`src/rtl/fee_pkg.sv`:
```
// Shared widths, register indexes and sequencer states of the flight energy estimator.
package fee_pkg;

    localparam int POS_W      = 32;
    localparam int VEL_W      = 24;
    localparam int GS_W       = 25;
    localparam int DELTA_W    = 40;
    localparam int TOTAL_W    = 48;
    localparam int HOVER_W    = 16;
    localparam int COEF_W     = 20;
    localparam int CFG_IDX_W  = 3;
    localparam int CFG_DATA_W = 24;

    // Shared multiplier operand width and the square root radicand width.
    localparam int MUL_W      = 34;
    localparam int RAD_W      = 68;
    localparam int ROOT_W     = 34;
    localparam int SQ_STEPS   = 34;

    // Step energy numerator width and number of divider steps.
    localparam int NUM_W      = 82;
    localparam int DIV_STEPS  = 82;

    // Configuration register indexes.
    localparam logic [CFG_IDX_W-1:0] REG_HOVER_POWER = 3'd0;
    localparam logic [CFG_IDX_W-1:0] REG_WIND_SPEED  = 3'd1;
    localparam logic [CFG_IDX_W-1:0] REG_COEF_ZERO   = 3'd2;
    localparam logic [CFG_IDX_W-1:0] REG_COEF_ONE    = 3'd3;
    localparam logic [CFG_IDX_W-1:0] REG_COEF_TWO    = 3'd4;
    localparam logic [CFG_IDX_W-1:0] REG_COEF_THREE  = 3'd5;

    // Reset values of the configuration registers.
    localparam logic [HOVER_W-1:0] HOVER_RESET = 16'd2400;
    localparam logic [VEL_W-1:0]   WIND_RESET  = 24'd0;
    localparam logic [COEF_W-1:0]  C0_RESET    = 20'd65805;
    localparam logic [COEF_W-1:0]  C1_RESET    = 20'hFFF69;
    localparam logic [COEF_W-1:0]  C2_RESET    = 20'hFFDFA;
    localparam logic [COEF_W-1:0]  C3_RESET    = 20'd72;

    // Sequencer states.
    typedef enum logic [9:0] {
        S_IDLE  = 10'b0000000001,
        S_VSQ   = 10'b0000000010,
        S_GSQRT = 10'b0000000100,
        S_POLY  = 10'b0000001000,
        S_PWR   = 10'b0000010000,
        S_DSQ   = 10'b0000100000,
        S_DSQRT = 10'b0001000000,
        S_PROD  = 10'b0010000000,
        S_DIV   = 10'b0100000000,
        S_DONE  = 10'b1000000000
    } t_state;

endpackage

```
`src/rtl/fee_sqrt.sv`:
```
// Iterative floor square root, two radicand bits per cycle.
module fee_sqrt (
    input  logic                         i_clk,
    input  logic                         i_rst_n,
    input  logic                         i_start,
    input  logic [fee_pkg::RAD_W-1:0]    i_radicand,
    output logic                         o_done,
    output logic [fee_pkg::ROOT_W-1:0]   o_root
);
    import fee_pkg::*;

    logic [RAD_W-1:0]  r_rad;
    logic [ROOT_W+1:0] r_rem;
    logic [ROOT_W-1:0] r_root;
    logic [5:0]        r_cnt;
    logic              r_busy;
    logic              r_done;
    logic [ROOT_W+3:0] trial_in;
    logic [ROOT_W+3:0] trial;
    logic              ge;

    // One restoring step: bring down two bits and try root*4+1.
    assign trial_in = {r_rem, r_rad[RAD_W-1:RAD_W-2]};
    assign trial    = {2'b00, r_root, 2'b01};
    assign ge       = (trial_in >= trial);

    always_ff @(posedge i_clk) begin
        if (!i_rst_n) begin
            r_busy <= 1'b0;
            r_done <= 1'b0;
            r_cnt  <= '0;
        end else begin
            r_done <= 1'b0;
            if (i_start) begin
                r_busy <= 1'b1;
                r_cnt  <= '0;
                r_rad  <= i_radicand;
                r_rem  <= '0;
                r_root <= '0;
            end else if (r_busy) begin
                r_rem  <= ge ? (ROOT_W+2)'(trial_in - trial) : (ROOT_W+2)'(trial_in);
                r_root <= {r_root[ROOT_W-2:0], ge};
                r_rad  <= {r_rad[RAD_W-3:0], 2'b00};
                r_cnt  <= r_cnt + 6'd1;
                if (r_cnt == 6'(SQ_STEPS - 1)) begin
                    r_busy <= 1'b0;
                    r_done <= 1'b1;
                end
            end
        end
    end

    assign o_done = r_done;
    assign o_root = r_root;

endmodule

```
`config.mk`:
```
export PLATFORM = sky130hd
export DESIGN_NAME = fee_sqrt
export DESIGN_NICKNAME = d
export VERILOG_FILES = /design/src/rtl/fee_pkg.sv /design/src/rtl/fee_sqrt.sv
export SDC_FILE = /design/constraint.sdc
export NUM_CORES = 1
export LEC_CHECK = 0
export BUFFER_PORTS_ARGS = -buffer_cell sky130_fd_sc_hd__buf_4
export CELL_PAD_IN_SITES_DETAIL_PLACEMENT = 1
export CELL_PAD_IN_SITES_GLOBAL_PLACEMENT = 1
export CORE_AREA = 10 10 208 132
export CTS_CLUSTER_SIZE = 28
export DETAILED_ROUTE_END_ITERATION = 16
export DIE_AREA = 0 0 218 142
export HOLD_SLACK_MARGIN = 0.02
export PLACE_DENSITY_LB_ADDON = 0.1
export SYNTH_ARGS = -nofsm -noshare
export SYNTH_HDL_FRONTEND = slang
export SYNTH_SLANG_ARGS = --single-unit
```
`constraint.sdc`:
```
create_clock -name i_clk -period 4.2 [get_ports i_clk]
set_input_delay 0.42 -clock i_clk [delete_from_list [all_inputs] [get_ports i_clk]]
set_output_delay 0.42 -clock i_clk [all_outputs]
set_load 0.01 [all_outputs]
```
# == After elaboration in Yosys (flattened, before gate mapping) ==
# Index checks and enable logic that the tools add are counted.
# W data, S select, Z words.
# totals
inputBits,71
word_cells,25
regBits,146
# op_classes
n_bitwise,2
magnitude_cmp,1
eq_ne,1
n_mux,9
reduce_logical,4
addsub,2
# ops
op,count
$mux W68,2
$mux W36,2
$ge A38 B36 Y1,1
$sub A36 B36 Y36,1
$mux W34,1
$add A6 B1 Y6 const B,1
$eq A6 B6 Y1 const B,1
$mux W1,4
$reduce_or A3 Y1,1
$not A1 Y1,2
$reduce_and A2 Y1,1
$reduce_bool A2 Y1,1
$reduce_or A2 Y1,1

# == Longest topological paths before layout ==
# depth
word_depth,4
depth_mapped,14
ltp_nobuf,11

# == Least setup slack after synthesis ==
# OpenSTA, ideal clock, no wires.
# synth_timing
kind,input to register
from,input i_start
to,register r_root[0] (netlist: o_root[0]) (enable)
t_arrival_ns,3.805
setup_slack_ns,-0.115
setup_ns,0.510
path_stages,2
cell_sequence,clkbuf_1 > o21a_1
# synth_between
elab_chain_cells,2
# synth_lines
element,line_no,source
from (decl),fee_sqrt.sv:5,"input logic i_start,"
$reduce_bool A2 Y1 (no line),--,
$reduce_and A2 Y1 (no line),--,
to (signal assigned),fee_sqrt.sv:42,"r_root <= {r_root[ROOT_W-2:0], ge};"
to (decl),fee_sqrt.sv:14,logic [ROOT_W-1:0] r_root;
# Every way passes these cells.
# A chain may end at the register's enable or synchronous reset.

# == Worst setup path in the final report ==
# layout_timing
from,register r_rem[9]
to,register r_rem[8] (data pin)
# layout_between
elab_chain_cells,3
# layout_lines
element,line_no,source
from (decl),fee_sqrt.sv:13,logic [ROOT_W+1:0] r_rem;
from (signal assigned),fee_sqrt.sv:41,r_rem <= ge ? (ROOT_W+2)'(trial_in - trial) : (ROOT_W+2)'(trial_in);
$ge A38 B36 Y1,fee_sqrt.sv:25,assign ge = (trial_in >= trial);
$mux W36,fee_sqrt.sv:41,
$mux W36,fee_sqrt.sv:40,end else if (r_busy) begin
# Every way passes these cells. The select of a mux whose other input is x is not followed.

==> impl_metrics.json <==
{
  "wire_per_inst_microns": 18.85,
  "fill_cells": 2564,
  "synth-edff-count": 138,
  "cts_sinks": 146,
  "worstPathArrival_ns": 3.68,
  "dr.pass1.iters": 4,
  "grtUsageTotal": 0.1409,
  "cts_buffers": 17,
  "hpwl_microns": 15710,
  "min_period_over_period": 0.8348,
  "rsz0062_at_grt": "no",
  "grt_pass1_wl_microns": 34120,
  "ant_nets": 0,
  "syn_area_per_cell_sq_um": 11.59,
  "leakage_nw": 3.918,
  "finalSetupViolations": 0,
  "finClkSkew_ns": 0.01212,
  "p_sw_mw": 1.260,
  "cpPeakStageDelay_ns": 0.48,
  "nNetsFinal": 915,
  "cts-root-buf": "clkbuf_16",
  "netlist-cell-type-count": 62,
  "cap_viol_max_count": 0,
  "htreeDepth": 4,
  "dieArea_sq_um": 30960,
  "syn_area_sq_um": 8133,
  "ios": 106,
  "worst_pin_slew_ns": 0.7578,
  "grt_max_degree": 55,
  "vdd_drop_max_v": 0.0002934,
  "grt_pass1_vias": 5998,
  "die_w_microns": 218,
  "critPathCaptureType": "flip-flop",
  "finalWirelength_microns": 21510,
  "pwr-share-comb": 0.228,
  "critical_path_class": "reg2reg",
  "die_height_microns": 142,
  "row_count": 44,
  "syn_inst": 702,
  "syn-num-nets": 811,
  "cts_tree": "built",
  "tns_ns": 0,
  "utilization": 0.4150,
  "ys_ff_latch": 146,
  "cts.clk_slew.worst_paths_ns": 0.06,
  "antenna_found_initial": 0,
  "antenna_cells": 0,
  "clk-insertion-delay-late_ns": 0.44,
  "via_per_inst": 4.997,
  "start_util": 0.3436,
  "worst_path_max_delay_cell": "ha_1",
  "overflow": 0,
  "cts.path.max_buffers": 2,
  "fmax_ghz": 0.2852,
  "cts_resized": 0,
  "seq_power_share": 0.417,
  "ys_seq_area_frac": 0.5292,
  "synthArstFlopShare": 0,
  "drt_first_iter_violations": 226,
  "finalHoldViolCount": 0,
  "p_sw_frac": 0.2930,
  "ys.flop_type": "edfxtp_1",
  "drive_above_1_share": 0.2772,
  "ys_warn_count": 0,
  "powerDensity_nw_per_um2": 437.7,
  "startpoint_type": "flip-flop",
  "post_cts_buffers": 0,
  "clkPwrFrac": 0.355,
  "drc_errors": 0,
  "layout.area.seq_sq_um": 4304,
  "hp-class": "in2reg",
  "port_buffers": 105,
  "critPathRequiredTime_ns": 4.37,
  "maxSlewViolCount": 0,
  "period_minus_slack_ns": 3.506,
  "p_int_mw": 3.040,
  "critPathMaxFanout": 24,
  "routabilityCongestion": 0.8830,
  "coreArea_sq_um": 23670,
  "path_cells": "ha_1 -> nand4_1 -> or3_1 -> a31oi_2 -> o31ai_2 -> o211a_1 -> a21oi_4 -> a21o_2 -> buf_4 -> mux2i_1 -> nor2_1",
  "slew_headroom": 0.4948,
  "multiInputGateArea_sq_um": 3503,
  "vias": 5702,
  "outcome": "completed",
  "hold_buffers": 0,
  "syn_to_final_growth_pct": 20.80
}
-- placed cells by master (no fill, tap or decap), drive strengths merged, types with 9 or more instances in the layout --
cell type	count
nor2	99
o21ai	22
mux2i	25
nand2	40
edfxtp	138
buf	113
ha	38
a211oi	9
nand3	11
xnor2	26
clkbuf	19
a21oi	39
inv	50
mux2	66
-- power by group through the flow --
| stage | Clock, mW | Sequential [mW] | Combinational [mW] |
|---|---|---|---|
| 2_1_floorplan | 0 | 1.82 | 0.698 |
| 3_3_place_gp | 0 | 1.82 | 0.967 |
| 3_5_place_dp | 0 | 1.82 | 0.979 |
| 4_1_cts | 1.57 | 1.79 | 0.987 |
| 5_1_grt | 1.63 | 1.81 | 1.10 |
| 6_report | 1.53 | 1.79 | 0.982 |
-- per-layer routing --
metal  part of all wire  up-vias  global-route usage
li1                   -     2772                   -
met1               0.52     2844              0.2049
met2               0.42       70              0.1970
met3              0.044       16             0.04076
met4             0.0097        0             0.04039
met5                  0        -                   0
-- metrics by stage --
stage	std cells	area (sq um)	setup WS (ns)	hold WS, ns	total power, mW
after floorplan	702	8134	1.241	0.4584	2.515
after global placement	1109	9255	0.7741	0.4748	2.787
after detailed placement	1109	9255	0.6844	0.5033	2.801
after CTS	1141	9824	0.6575	0.2532	4.353
after global routing	1141	9824	0.3734	0.2623	4.532
final	1141	9824	0.6937	0.2730	4.300
-- registers in the layout, summed over array words and instances, names as in the netlist --
name,cells
r_rem,36
o_done,1
r_rad,68
o_root,34
r_cnt,6
r_busy,1
-- kinds of logic after synthesis --
| kind of cell | share of synthesized area |
|---|---|
| fa+ha+maj | 0.05846 |
| mux | 0.1222 |
| xor+xnor | 0.03662 |
| simple gates | 0.1055 |
| flops | 0.5292 |
| compound gates | 0.1069 |
| buf+inv | 0.04108 |
-- Yosys cell counts, drive strengths merged (4+ instances only) --
cell / number / area [sq um]
edfxtp: 138 / 4144
nor2: 99 / 371.6
mux2: 66 / 743.2
inv: 49 / 183.9
nand2: 40 / 150.1
a21oi: 39 / 210.2
ha: 38 / 475.5
xnor2: 26 / 227.7
mux2i: 25 / 250.2
o21ai: 22 / 110.1
clkbuf: 17 / 65.06
buf: 11 / 85.08
nand3: 11 / 55.05
a211oi: 9 / 102.6
dfxtp: 8 / 160.2
nand4: 8 / 50.05
xor2: 8 / 70.07
a21o: 7 / 52.55
o21a: 7 / 52.55
or3: 6 / 37.54
and4: 5 / 43.79
nor3: 5 / 25.02
o211ai: 5 / 37.54
a21boi: 4 / 30.03
and2: 4 / 25.02
-- final timing paths --
path | slack [ns] | cells after the start | startpoint | to
max reg2reg | 0.69 | 11 | r_rem[9]$_SDFFCE_PP0P_ | r_rem[8]$_SDFFCE_PP0P_
min reg2reg | 0.51 | 2 | r_cnt[5]$_SDFFE_PP0P_ | r_cnt[5]$_SDFFE_PP0P_
min | 0.27 | 2 | i_radicand[0] | r_rad[0]$_SDFFCE_PN0P_
max | 0.69 | 11 | r_rem[9]$_SDFFCE_PP0P_ | r_rem[8]$_SDFFCE_PP0P_
-- worst max-delay path, delay by kind of cell (launching register included) --
kind	cells	cell delay (ns)
compound gates	5	1.12
simple gates	3	0.61
fa+ha+maj	1	0.48
flops	1	0.39
buf+inv	1	0.36
mux	1	0.26
-- area by class of cell --
cell class / instances / share of cell area
clock inverter: 13 / 0.01388
multi-input combinational: 479 / 0.3566
tap: 322 / 0.04101
sequential: 146 / 0.4381
inverter: 49 / 0.01872
timing repair buffer: 113 / 0.08762
clock buffer: 19 / 0.04407
Power figures use the tool's default switching activity.
